## src/ssbt_pkg.sv

```systemverilog
// ssbt_pkg: shared widths, reset values, register indexes and types for the
// sensor spike bias tracker; no dependencies
package ssbt_pkg;

  localparam int SENSOR_W = 4;
  localparam int READING_W = 11;
  localparam int BIAS_W = 20;
  localparam int LEVEL_W = 12;
  localparam int SLEEP_W = 8;
  localparam int NUM_SENSORS_DEF = 16;

  localparam int IN_TDATA_W = 16;
  localparam int OUT_TDATA_W = 56;

  localparam int CFG_IDX_W = 1;
  localparam int CFG_DATA_W = LEVEL_W;
  localparam logic [CFG_IDX_W-1:0] CFG_BIAS_LEVEL = 1'b0;
  localparam logic [CFG_IDX_W-1:0] CFG_NORMAL_SLEEP = 1'b1;

  localparam logic [LEVEL_W-1:0] LEVEL_RST = 12'd384;
  localparam logic [SLEEP_W-1:0] SLEEP_RST = 8'd5;
  localparam logic [SLEEP_W-1:0] SLEEP_FLOOR = 8'd2;

  localparam logic signed [READING_W-1:0] READING_MIN = 11'sh400;
  localparam logic signed [READING_W-1:0] READING_MAX = 11'sh3FF;

  localparam logic signed [READING_W:0] JUMP_LIMIT = 12'sd2;
  localparam logic [14:0] BIAS_INT_MAX = 15'd2047;
  localparam logic [BIAS_W-1:0] SNAP_LIMIT = 20'd128;
  localparam logic [BIAS_W-1:0] STEP_BASE = 20'd256;

  // floor(x / 5) = (x * DIV5_MUL) >> DIV5_SHIFT, exact for x below 2**22
  localparam logic [BIAS_W-1:0] DIV5_MUL = 20'd838861;
  localparam int DIV5_SHIFT = 22;

  typedef struct packed {
    logic signed [READING_W-1:0] last;
    logic signed [BIAS_W-1:0] bias;
  } ssbt_entry_t;

  // packed so that it lands on the result tdata from bit 0 up
  typedef struct packed {
    logic signed [BIAS_W-1:0] bias;
    logic [SLEEP_W-1:0] sleep;
    logic signed [READING_W-1:0] rmax;
    logic signed [READING_W-1:0] biased;
  } ssbt_result_t;

endpackage

```

## src/ssbt_state_mem.sv

```systemverilog
// ssbt_state_mem: per-sensor last reading and bias store with valid bits,
// registered read and write forwarding; uses ssbt_pkg
module ssbt_state_mem import ssbt_pkg::*; #(
  parameter int NUM_SENSORS = NUM_SENSORS_DEF,
  parameter int IDX_W = (NUM_SENSORS > 1) ? $clog2(NUM_SENSORS) : 1
) (
  input  logic             clk_i,
  input  logic             rst_ni,
  input  logic             rd_en_i,
  input  logic [IDX_W-1:0] rd_idx_i,
  output ssbt_entry_t      rd_data_o,
  input  logic             wr_en_i,
  input  logic [IDX_W-1:0] wr_idx_i,
  input  ssbt_entry_t      wr_data_i
);

  ssbt_entry_t mem [NUM_SENSORS];
  logic [NUM_SENSORS-1:0] valid_q;
  ssbt_entry_t rd_q;

  always_ff @(posedge clk_i or negedge rst_ni) begin
    if (!rst_ni) begin
      valid_q <= '0;
    end else if (wr_en_i) begin
      valid_q[wr_idx_i] <= 1'b1;
    end
  end

  always_ff @(posedge clk_i) begin
    if (wr_en_i) begin
      mem[wr_idx_i] <= wr_data_i;
    end
  end

  // entry being written in the same cycle wins over the stored copy
  always_ff @(posedge clk_i) begin
    if (rd_en_i) begin
      if (wr_en_i && (wr_idx_i == rd_idx_i)) begin
        rd_q <= wr_data_i;
      end else if (valid_q[rd_idx_i]) begin
        rd_q <= mem[rd_idx_i];
      end else begin
        rd_q <= '0;
      end
    end
  end

  assign rd_data_o = rd_q;

endmodule

```

## src/ssbt_update.sv

```systemverilog
// ssbt_update: single-pass update of bias, sleep interval and running maximum
// for one reading; uses ssbt_pkg
module ssbt_update import ssbt_pkg::*; (
  input  logic signed [READING_W-1:0] reading_i,
  input  logic                        restart_i,
  input  ssbt_entry_t                 entry_i,
  input  logic [LEVEL_W-1:0]          level_i,
  input  logic [SLEEP_W-1:0]          normal_i,
  input  logic [SLEEP_W-1:0]          sleep_i,
  input  logic signed [READING_W-1:0] max_i,
  output ssbt_entry_t                 entry_o,
  output ssbt_result_t                result_o
);

  localparam logic signed [READING_W+1:0] SUM_MAX = {{2{READING_MAX[READING_W-1]}}, READING_MAX};
  localparam logic signed [READING_W+1:0] SUM_MIN = {{2{READING_MIN[READING_W-1]}}, READING_MIN};

  logic signed [READING_W:0]   jump;
  logic                        spike;
  logic [READING_W+LEVEL_W-1:0] jump_prod;
  logic [14:0]                 bias_ip;
  logic [READING_W-1:0]        bias_ip_sat;
  logic [BIAS_W-1:0]           spike_bias;
  logic [BIAS_W-1:0]           bias_u;
  logic                        bias_neg;
  logic [BIAS_W-1:0]           bias_mag;
  logic [2*BIAS_W-1:0]         div_prod;
  logic [BIAS_W-1:0]           step;
  logic [BIAS_W-1:0]           decayed;
  logic [BIAS_W-1:0]           bias_new;
  logic [SLEEP_W-1:0]          sleep_new;
  logic                        round_up;
  logic signed [READING_W:0]   bias_int;
  logic signed [READING_W+1:0] sum;
  logic signed [READING_W-1:0] biased;

  always_comb begin
    if (entry_i.last > 0) begin
      jump = $signed({reading_i[READING_W-1], reading_i})
           - $signed({entry_i.last[READING_W-1], entry_i.last});
    end else begin
      jump = '0;
    end
  end

  assign spike = (jump > JUMP_LIMIT);

  // jump is positive whenever it is used here
  assign jump_prod = jump[READING_W-1:0] * level_i;
  assign bias_ip = jump_prod[READING_W+LEVEL_W-1:8];
  assign bias_ip_sat = (bias_ip > BIAS_INT_MAX) ? BIAS_INT_MAX[READING_W-1:0]
                                                : bias_ip[READING_W-1:0];
  assign spike_bias = {1'b0, bias_ip_sat, 8'd0};

  assign bias_u = entry_i.bias;
  assign bias_neg = bias_u[BIAS_W-1];
  assign bias_mag = bias_neg ? (~bias_u + 1'b1) : bias_u;
  assign div_prod = bias_mag * DIV5_MUL;
  assign step = STEP_BASE + {2'd0, div_prod[2*BIAS_W-1:DIV5_SHIFT]};
  assign decayed = bias_neg ? (bias_u + step) : (bias_u - step);

  always_comb begin
    if (spike) begin
      bias_new = spike_bias;
    end else if ((bias_u == '0) || (bias_mag < SNAP_LIMIT)) begin
      bias_new = '0;
    end else begin
      bias_new = decayed;
    end
  end

  always_comb begin
    if (spike) begin
      sleep_new = (sleep_i > SLEEP_FLOOR) ? SLEEP_FLOOR : sleep_i;
    end else if (sleep_i < normal_i) begin
      sleep_new = sleep_i + 1'b1;
    end else begin
      sleep_new = sleep_i;
    end
  end

  // integer part truncated toward zero
  assign round_up = bias_new[BIAS_W-1] && (bias_new[7:0] != 8'd0);
  assign bias_int = $signed(bias_new[BIAS_W-1:8]) + $signed({{READING_W{1'b0}}, round_up});
  assign sum = $signed({{2{reading_i[READING_W-1]}}, reading_i})
             + $signed({bias_int[READING_W], bias_int});

  always_comb begin
    if (sum > SUM_MAX) begin
      biased = READING_MAX;
    end else if (sum < SUM_MIN) begin
      biased = READING_MIN;
    end else begin
      biased = sum[READING_W-1:0];
    end
  end

  always_comb begin
    entry_o.last = reading_i;
    entry_o.bias = bias_new;
    result_o.bias = bias_new;
    result_o.sleep = sleep_new;
    result_o.biased = biased;
    result_o.rmax = (restart_i || (biased > max_i)) ? biased : max_i;
  end

endmodule

```

## src/sensor_spike_bias_tracker_core.sv

```systemverilog
// sensor_spike_bias_tracker_core: top level with input stage, state store,
// update logic and result register; uses ssbt_pkg, ssbt_state_mem, ssbt_update
//
// One request is taken per cycle unless the output stalls on m_axis_tready; each
// request goes through the input register and the combinational update path into
// the result register, which holds it until the sink takes it. The sensor
// state is read as a request is accepted, with the entry written in the same
// cycle forwarded, so back-to-back requests for one sensor see each other.
// Per-sensor state is cleared at reset through valid bits, with no clearing
// pass. Configuration writes take effect at the next edge and are meant for
// idle periods. A sensor number beyond NUM_SENSORS wraps modulo NUM_SENSORS.
module sensor_spike_bias_tracker_core import ssbt_pkg::*; #(
  parameter int NUM_SENSORS = NUM_SENSORS_DEF
) (
  input  logic                   clk_i,
  input  logic                   rst_ni,
  input  logic                   s_axis_tvalid,
  output logic                   s_axis_tready,
  input  logic [IN_TDATA_W-1:0]  s_axis_tdata,   // sensor, reading, zero pad
  input  logic [0:0]             s_axis_tuser,   // round_start
  output logic                   m_axis_tvalid,
  input  logic                   m_axis_tready,
  output logic [OUT_TDATA_W-1:0] m_axis_tdata,   // biased_reading, round_max,
                                                 // sleep_now, bias_out, zero pad
  input  logic                   cfg_we_i,
  input  logic [CFG_IDX_W-1:0]   cfg_idx_i,
  input  logic [CFG_DATA_W-1:0]  cfg_wdata_i
);

  localparam int IDX_W = (NUM_SENSORS > 1) ? $clog2(NUM_SENSORS) : 1;
  localparam int PAD_W = OUT_TDATA_W - $bits(ssbt_result_t);

  logic [LEVEL_W-1:0] level_q;
  logic [SLEEP_W-1:0] normal_q;
  logic [SLEEP_W-1:0] sleep_q;
  logic signed [READING_W-1:0] max_q;

  logic in_valid_q;
  logic [IDX_W-1:0] idx_q;
  logic signed [READING_W-1:0] reading_q;
  logic restart_q;

  logic out_valid_q;
  ssbt_result_t result_q;

  logic accept;
  logic advance;
  logic [IDX_W-1:0] in_idx;
  ssbt_entry_t entry_rd;
  ssbt_entry_t entry_wr;
  ssbt_result_t result_d;

  assign advance = in_valid_q && (!out_valid_q || m_axis_tready);
  assign s_axis_tready = !in_valid_q || advance;
  assign accept = s_axis_tvalid && s_axis_tready;

  always_comb begin
    in_idx = '0;
    for (int v = 0; v < (1 << SENSOR_W); v++) begin
      if (s_axis_tdata[SENSOR_W-1:0] == SENSOR_W'(v)) begin
        in_idx = IDX_W'(v % NUM_SENSORS);
      end
    end
  end

  always_ff @(posedge clk_i or negedge rst_ni) begin
    if (!rst_ni) begin
      level_q <= LEVEL_RST;
      normal_q <= SLEEP_RST;
    end else if (cfg_we_i) begin
      case (cfg_idx_i)
        CFG_BIAS_LEVEL: level_q <= cfg_wdata_i;
        CFG_NORMAL_SLEEP: normal_q <= cfg_wdata_i[SLEEP_W-1:0];
        default: ;
      endcase
    end
  end

  always_ff @(posedge clk_i or negedge rst_ni) begin
    if (!rst_ni) begin
      in_valid_q <= 1'b0;
    end else if (s_axis_tready) begin
      in_valid_q <= s_axis_tvalid;
    end
  end

  always_ff @(posedge clk_i) begin
    if (accept) begin
      idx_q <= in_idx;
      reading_q <= s_axis_tdata[SENSOR_W+READING_W-1:SENSOR_W];
      restart_q <= s_axis_tuser[0];
    end
  end

  ssbt_state_mem #(
    .NUM_SENSORS(NUM_SENSORS),
    .IDX_W(IDX_W)
  ) u_state_mem (
    .clk_i(clk_i),
    .rst_ni(rst_ni),
    .rd_en_i(accept),
    .rd_idx_i(in_idx),
    .rd_data_o(entry_rd),
    .wr_en_i(advance),
    .wr_idx_i(idx_q),
    .wr_data_i(entry_wr)
  );

  ssbt_update u_update (
    .reading_i(reading_q),
    .restart_i(restart_q),
    .entry_i(entry_rd),
    .level_i(level_q),
    .normal_i(normal_q),
    .sleep_i(sleep_q),
    .max_i(max_q),
    .entry_o(entry_wr),
    .result_o(result_d)
  );

  always_ff @(posedge clk_i or negedge rst_ni) begin
    if (!rst_ni) begin
      sleep_q <= SLEEP_RST;
      max_q <= READING_MIN;
      out_valid_q <= 1'b0;
    end else begin
      if (advance) begin
        sleep_q <= result_d.sleep;
        max_q <= result_d.rmax;
        out_valid_q <= 1'b1;
      end else if (m_axis_tready) begin
        out_valid_q <= 1'b0;
      end
    end
  end

  always_ff @(posedge clk_i) begin
    if (advance) begin
      result_q <= result_d;
    end
  end

  assign m_axis_tvalid = out_valid_q;
  assign m_axis_tdata = {{PAD_W{1'b0}}, result_q};

`ifndef NO_ASSERTIONS
  a_ready_when_empty: assert property (@(posedge clk_i) disable iff (!rst_ni)
    !in_valid_q |-> s_axis_tready)
    else $error("input stage empty but request refused");

  a_advance_fills_out: assert property (@(posedge clk_i) disable iff (!rst_ni)
    advance |=> m_axis_tvalid)
    else $error("advanced item did not reach the result register");

  a_restart_max: assert property (@(posedge clk_i) disable iff (!rst_ni)
    (advance && restart_q) |=> (result_q.rmax == result_q.biased))
    else $error("round start did not restart the running maximum");

  a_max_covers: assert property (@(posedge clk_i) disable iff (!rst_ni)
    m_axis_tvalid |-> (result_q.rmax >= result_q.biased))
    else $error("running maximum below the biased reading");
`endif

endmodule

```

## config.mk

```make
export PLATFORM = sky130hd
export DESIGN_NAME = sensor_spike_bias_tracker_core
export DESIGN_NICKNAME = d
export VERILOG_FILES = /design/src/ssbt_pkg.sv /design/src/ssbt_state_mem.sv /design/src/ssbt_update.sv /design/src/sensor_spike_bias_tracker_core.sv
export SDC_FILE = /design/constraint.sdc
export NUM_CORES = 1
export LEC_CHECK = 0
export BUFFER_PORTS_ARGS = -buffer_cell sky130_fd_sc_hd__buf_2
export CAP_MARGIN = 20
export CORE_AREA = 2 2 233 408
export CTS_BUF_LIST = sky130_fd_sc_hd__clkbuf_4 sky130_fd_sc_hd__clkbuf_8 sky130_fd_sc_hd__clkbuf_16
export CTS_CLUSTER_DIAMETER = 60
export DETAILED_ROUTE_END_ITERATION = 7
export DIE_AREA = 0 0 235 410
export GPL_ROUTABILITY_DRIVEN = 0
export SYNTH_ARGS = -nofsm -noshare
export SYNTH_HDL_FRONTEND = slang
export SYNTH_HIERARCHICAL = 1
export SYNTH_SLANG_ARGS = --single-unit
export TNS_END_PERCENT = 1
```

## constraint.sdc

```tcl
create_clock -name clk_i -period 16.35 [get_ports clk_i]
set_input_delay 3.27 -clock clk_i [delete_from_list [all_inputs] [get_ports clk_i]]
set_output_delay 3.27 -clock clk_i [all_outputs]
set_load 0.03 [all_outputs]
```

---- After elaboration in Yosys (flattened, before gate mapping) ----
Memories as Yosys holds them, arrays and structs flattened.
Cells that the tools add are included.
storage, ports and cells
  register bits ........................... 154
  latch bits .............................. 0
  RAM bits ................................ 496
  bits in read-only memories .............. 0
  logic and storage cells ................. 111
  memories ................................ 1
memory list
  name             words  bits a word  rd ports  clocked after Yosys merged registers in  wr ports  RTL line              source
  u_state_mem.mem  16     31           1         0                                        1         ssbt_state_mem.sv:17  ssbt_entry_t mem [NUM_SENSORS];
cells by class
  $add $sub $neg .......................... 8
  $mul .................................... 2
  divide/modulo/power cells ............... 0
  $lt $le $gt $ge ......................... 12
  eq/ne operators ......................... 16
  shift-type cells ........................ 0
  mux-type cells .......................... 37
  bitwise gates (word level) .............. 3
  reduce and logical (&&, ||, !) cells .... 16
operators with widths
  operator                                                       number
  two-way mux 20 bit                                             4
  two-way mux 31 bit                                             2
  two-way mux 11 bit                                             4
  two-way mux 4 bit                                              11
  multiplier 20 x 20 -> 40 bit (second input constant)           1
  equality test 4 bit (second input constant)                    8
  two-way mux 8 bit                                              3
  multiplier 11 x 12 -> 23 bit                                   1
  adder 20 x 1 -> 20 bit (second input constant)                 1
  adder 20 bit                                                   1
  zero test 20 bit                                               1
  less-than comparator 20 x 8 -> 1 bit (second input constant)   1
  inverter 20 bit                                                1
  subtractor 20 bit                                              1
  adder 9 x 18 -> 19 bit (first input constant)                  1
  equality test 4 x 3 -> 1 bit (second input constant)           4
  OR 16 bit                                                      1
  > comparator 15 x 11 -> 1 bit (second input constant)          1
  adder 11 x 12 -> 13 bit                                        1
  > comparator 13 x 11 -> 1 bit (second input constant)          1
  less-than comparator 13 x 11 -> 1 bit (second input constant)  1
  adder 12 x 2 -> 12 bit                                         1
  > comparator 12 x 3 -> 1 bit (second input constant)           1
  two-way mux 12 bit                                             1
  23 further kinds                                               41

---- Depth between registers and ports, before layout ----
  word-level depth ........................ 20
  gate-level depth with buffers ........... 79

---- Hierarchy ----
The synthesis kept the hierarchy.
by module, submodules not included
  module                          instances  cells each  area an instance (µm²)  sequential area each (µm²)
  ssbt_state_mem                  1          938         20888.8                 16225.6
  ssbt_update                     1          2073        17053.9                 0.0
  sensor_spike_bias_tracker_core  1          169         3688.5                  3016.6

---- Worst setup path before layout ----
OpenSTA, ideal clock, no wires.
  path type ............................... register -> register
  from .................................... register u_state_mem.rd_q (netlist bit u_state_mem/rd_data_o[0])
  to ...................................... register max_q[0]
  setup time .............................. 65 ps
  arrival time ............................ 15705 ps
  required time ........................... 16285 ps
  path slack .............................. 581 ps
  cell stages (with the launch flop) ...... 73
  buffers on the path ..................... 1
  path through ............................ edfxtp_1 inv_1 ha_1 nor2b_1 nand4b_1 o41ai_1 xnor2_1 ha_1 xor2_1 ha_1 a21o_1 ha_1 inv_1 fa_1 inv_1 fa_1 fa_1 inv_1 (+37 left out) a2111o_1 and3_1 nor4_1 o22ai_1 nand2_1 ha_1 a21o_1 a21o_1 a21oi_1 nor2b_1 o21ai_0 nand2_1 nand2_1 nand3_1 a31o_2 clkbuf_1 a311oi_1 mux2_4
RTL lines
  item                    RTL line                               source
  start, declared         ssbt_state_mem.sv:19                   ssbt_entry_t rd_q;
  start signal, assigned  ssbt_state_mem.sv:39                   rd_q <= wr_data_i;
  start signal, assigned  ssbt_state_mem.sv:41                   rd_q <= mem[rd_idx_i];
  end signal, assigned    sensor_spike_bias_tracker_core.sv:129  max_q <= result_d.rmax;
  end, declared           sensor_spike_bias_tracker_core.sv:36   logic signed [READING_W-1:0] max_q;

==> results by stage <==
Synth:
- The leading register cell type out of synthesis is sky130_fd_sc_hd__edfxtp_1.
- The total standard cell area after synthesis is about 42000 um^2.
- The number of distinct library cell variants in the gate-level netlist after synthesis is slightly above 100.
- After synthesis, flip-flops and latches occupy a little under half of the total area.
- The average instance in the mapped netlist occupies 13.1 um^2.
- The number of synthesized flops with an enable pin is 593.
- After synthesis the netlist holds a flip-flop and latch count of 650.
- Of all flip-flops after synthesis, the portion carrying an async set or reset was 8.77%.
- The number of instances in the synthesized netlist is approximately 3.2k.
- The count of synthesis-stage warnings from yosys is 6.

Clock tree:
- In this run, post-CTS hold repair placed 0 buffers.
- The number of buffers on the longest clock path is 3.
- Counting the buffers created by CTS gives 57.
- The later pin in the worst-skew pair is clocked with a latency of around 0.65 ns.
- The CTS tree is done.
- For this design, the sink count on the clock tree is 650.
- The H-tree was split into 2 levels.
- The buffer type at the clock tree root is sky130_fd_sc_hd__clkbuf_16.
- Clock-pin slew was measured on the worst setup and hold paths at ~0.07 ns.

Status:
- The flow ran to the end, and the final reports show no timing, DRC or antenna violations.

Timing:
- The maximum clock skew at final layout is around 0.044 ns.
- The number of max-slew violations in the final report was 0.
- Headroom to the max-slew limit came out at 29.4%.
- The hold slack is 0.467 ns.
- Of the available clock period, the critical path in the final layout requires a little over nine tenths.
- The summed negative setup slack over all endpoints is 0 ns.
- The number of endpoints failing setup at the final stage is 0.
- Subtracting the final worst setup slack from the clock period gives 15.82 ns.
- Derived from the worst setup path, the maximum achievable clock frequency is roughly 0.063 GHz.
- The final-report hold violation count is 0.
- For the pin with the worst max-slew slack, the measured transition is 1.06 ns.

Setup path:
- The required time at the worst-slack endpoint is 16.89 ns.
- The largest stage delay on the critical path is between 0.5 and 0.6 ns.
- The classification of the worst setup path is reg -> reg.
- The length in cells of the worst reg-to-reg path is 75.
- In this design, the critical path's most frequently occurring cell is sky130_fd_sc_hd__buf_4.
- The kind of launch point of the worst setup path is a flip-flop.
- STA puts the critical path data arrival time at 16.36 ns.
- For this design, the slowest cell found on the critical path is sky130_fd_sc_hd__fa_1.
- The startpoint of the lowest-slack register-to-register path is u_state_mem/rd_data_o[1].
- The critical path starts at u_state_mem/rd_data_o[1].
- In this run the critical register-to-register path is captured at max_q[1].
- The worst-case register-to-register setup slack is between 0.5 and 0.6 ns.
- Of all nets on the critical path, the largest fanout is 5.
- The worst setup path is captured at a flip-flop.
- The termination of the worst setup path is max_q[1].

Floorplanning:
- The die is around 240 um wide.
- The number of rows created at floorplan is 149.
- The starting utilization of the core area is 44.6%.
- The die outline area is around 96000 um^2.
- The die is 410 um tall.
- The number of top-level pins is 93.
- The core region area is 93400 um^2.

Finish:
- Summing all non-filler instances in the final layout gives an area of 47500 um^2.
- The multi-input combinational cells in the finished layout cover a total of about 21000 um^2.
- Summing all flip-flop and latch instances after layout gives just under 20000 um^2.
- The fraction of final layout cells with drive strength greater than 1 is about 23%.
- The area overhead of the layout relative to synthesis is 14.2%.
- The post-layout utilization of the core is between 50% and 60%.
- In the final design database the tool counted 4033 nets.
- Counting the fill cells in the layout gives 7988.

Detailed routing:
- In the routed design, unresolved DRC markers number 0.
- In the routed layout, each cell is associated on average with a via count of between 5 and 6.
- The number of iterations in the first detailed-routing pass is 6.
- The mean routed wirelength per cell is between 20 and 25 um.
- The detailed router finished its first iteration with roughly 1.8k violations.
- The routed design has about 110000 um of wire.
- The post-detailed-route count of antenna-violating nets is 0.
- The total via count after detailed routing is around 27k.

Run:
- The tool flagged a number of max-cap violations equal to 0.

Global route:
- The number of global-route vias before repair came to around 29k.
- For this run, the total global-route usage over all layers was measured as a little under a quarter.
- The total congestion overflow is 0.
- The initial antenna violation count is 2.
- The global-route wire length before repair is 169000 um.
- The largest net degree at the start of global routing is 66.

Placed design:
- Summing all placed instances gives a cell area of 44900 um^2.
- The half-perimeter wire length after detailed placement is 82100 um.
- The count of buffers added on input and output ports is 85.

Worst hold path:
- Along the worst hold path, the cell count comes to 1.
- The class of the tightest hold or removal check is reg -> reg.
==> cells in the mapped netlist (all sizes together) (9+ instances only) <==
cell    number  area share (%)
edfxtp     593              43
o21a        13            0.23
inv        393             3.5
mux2i        9            0.22
buf         77             1.4
a21o        42            0.76
nand2      157             1.4
fa         224              11
o21bai      12            0.22
nand3       57            0.69
nor4        17            0.29
a31oi       25            0.38
o31ai       39            0.88
ha         327             9.8
nor2       149             1.3
clkbuf      79            0.71
nor2b       22            0.35
nand2b      18            0.27
or2         24            0.36
nand4       22            0.33
and3        16            0.24
mux4       129             7.0
a22o        63             1.3
a21oi       90             1.1
o21ai       74            0.89
and2        60            0.91
xor2        48             1.0
xnor2       87             1.8
nor3        40            0.51
dfrtp       50             3.0
a211oi      11            0.21
o211ai      10            0.18
mux2        44             1.4
or3         16            0.24
==> cells in the final DEF, fill, tap and decap left out, types with 11 or more instances in the layout <==
cell                          n
sky130_fd_sc_hd__buf_2       83
sky130_fd_sc_hd__mux2_2      23
sky130_fd_sc_hd__dfrtp_1     50
sky130_fd_sc_hd__o31ai_1     24
sky130_fd_sc_hd__edfxtp_1   593
sky130_fd_sc_hd__nor2_1     130
sky130_fd_sc_hd__ha_1       318
sky130_fd_sc_hd__nand4_1     22
sky130_fd_sc_hd__o21a_1      13
sky130_fd_sc_hd__mux2_4      21
sky130_fd_sc_hd__nor4_1      11
sky130_fd_sc_hd__o21bai_1    12
sky130_fd_sc_hd__nand2_1    151
sky130_fd_sc_hd__a21oi_1     81
sky130_fd_sc_hd__inv_1      388
sky130_fd_sc_hd__and2_1      58
sky130_fd_sc_hd__nor3_1      32
sky130_fd_sc_hd__xor2_1      45
sky130_fd_sc_hd__a31oi_1     20
sky130_fd_sc_hd__buf_4      270
sky130_fd_sc_hd__or3_1       14
sky130_fd_sc_hd__nand3_1     57
sky130_fd_sc_hd__o31ai_2     14
sky130_fd_sc_hd__nand2b_1    18
sky130_fd_sc_hd__nor2_4      14
sky130_fd_sc_hd__and3_1      15
sky130_fd_sc_hd__or2_2       24
sky130_fd_sc_hd__mux4_2     129
sky130_fd_sc_hd__clkbuf_16   57
sky130_fd_sc_hd__xnor2_1     82
sky130_fd_sc_hd__bufinv_16   11
sky130_fd_sc_hd__fa_1       223
sky130_fd_sc_hd__a22o_1      63
sky130_fd_sc_hd__a21o_1      42
sky130_fd_sc_hd__nor2b_1     19
sky130_fd_sc_hd__clkinv_1    12
sky130_fd_sc_hd__o21ai_2     11
sky130_fd_sc_hd__o21ai_0     54
==> logic make-up after synthesis <==
family                     share of synthesized area [%]
DFF                                                 46.2
buffers and inverters                               5.67
xor gates and xnor gates                            2.92
other                                            0.00901
and+or+nand+nor                                     7.78
adders and majority gates                           20.6
muxes                                               8.57
AOI/OAI and AO/OA                                   8.20
==> worst min path at each step <==
stage	from	end	slack [ns]
global route	u_state_mem/valid_q[10]	u_state_mem/valid_q[10]	0.49
detailed placement	u_state_mem/valid_q[1]	u_state_mem/valid_q[1]	0.46
global placement	u_state_mem/valid_q[8]	u_state_mem/valid_q[8]	0.44
CTS	u_state_mem/valid_q[1]	u_state_mem/valid_q[1]	0.47
floorplan	u_state_mem/valid_q[10]	u_state_mem/valid_q[10]	0.43
finish	u_state_mem/valid_q[14]	u_state_mem/valid_q[14]	0.47
==> flip-flops by register name, indices dropped and copies added (netlist names), 8 cells and up <==
signal,flops
max_q,11
u_state_mem/valid_q,16
u_state_mem/mem,496
normal_q,8
level_q,12
m_axis_tdata,50
reading_q,11
sleep_q,8
u_state_mem/rd_data_o,31
==> stage by stage <==
stage                     setup slack (ns)  instances
after floorplan                      0.581       3185
after CTS                          0.00274       4685
after global placement              -0.198       4577
after global routing                -0.155       4703
final                                0.529       4704
after detailed placement            -0.418       4578
==> worst max-delay path: cells and delay by family, from the launching register on <==
family                   cells  cell delay [ns]
XOR/XNOR                     4             0.67
AND/OR/NAND/NOR             23             4.41
AO/OA/AOI/OAI               17             3.01
flip-flops                   1             0.42
adder cells (fa/ha/maj)     14             4.61
buffers and inverters       14             1.65
multiplexers                 3             0.95
==> area by class of cell <==
class                           count  area share (%)
Tap cell                         1208            3.18
Sequential cell                   650            40.5
Antenna cell                        1         0.00526
Clock buffer                       60            3.05
Clock inverter                     47            1.25
Timing Repair Buffer              359            5.32
Multi-Input combinational cell   1986            43.6
Inverter                          393            3.10
==> per-layer routing <==
| metal | share of wire (%) | vias to the layer above | global-route usage, % |
|---|---|---|---|
| met4 | 6.9 | 4 | 13.8 |
| met1 | 36 | 13659 | 25.0 |
| met5 | 0.024 | - | 0 |
| met3 | 3.4 | 317 | 2.00 |
| met2 | 54 | 789 | 43.5 |
| li1 | - | 12020 | - |
==> repair_timing <==
action                     in CTS  in global routing
setup endpoints to repair      22                 22
pin swaps                       1                 52
buffers inserted                0                 15
gates resized for setup        15                 98
hold endpoints to repair        0                  0
Power is not shown: default switching activity piles up to over one toggle a cycle in this logic, so the estimate is an artifact.
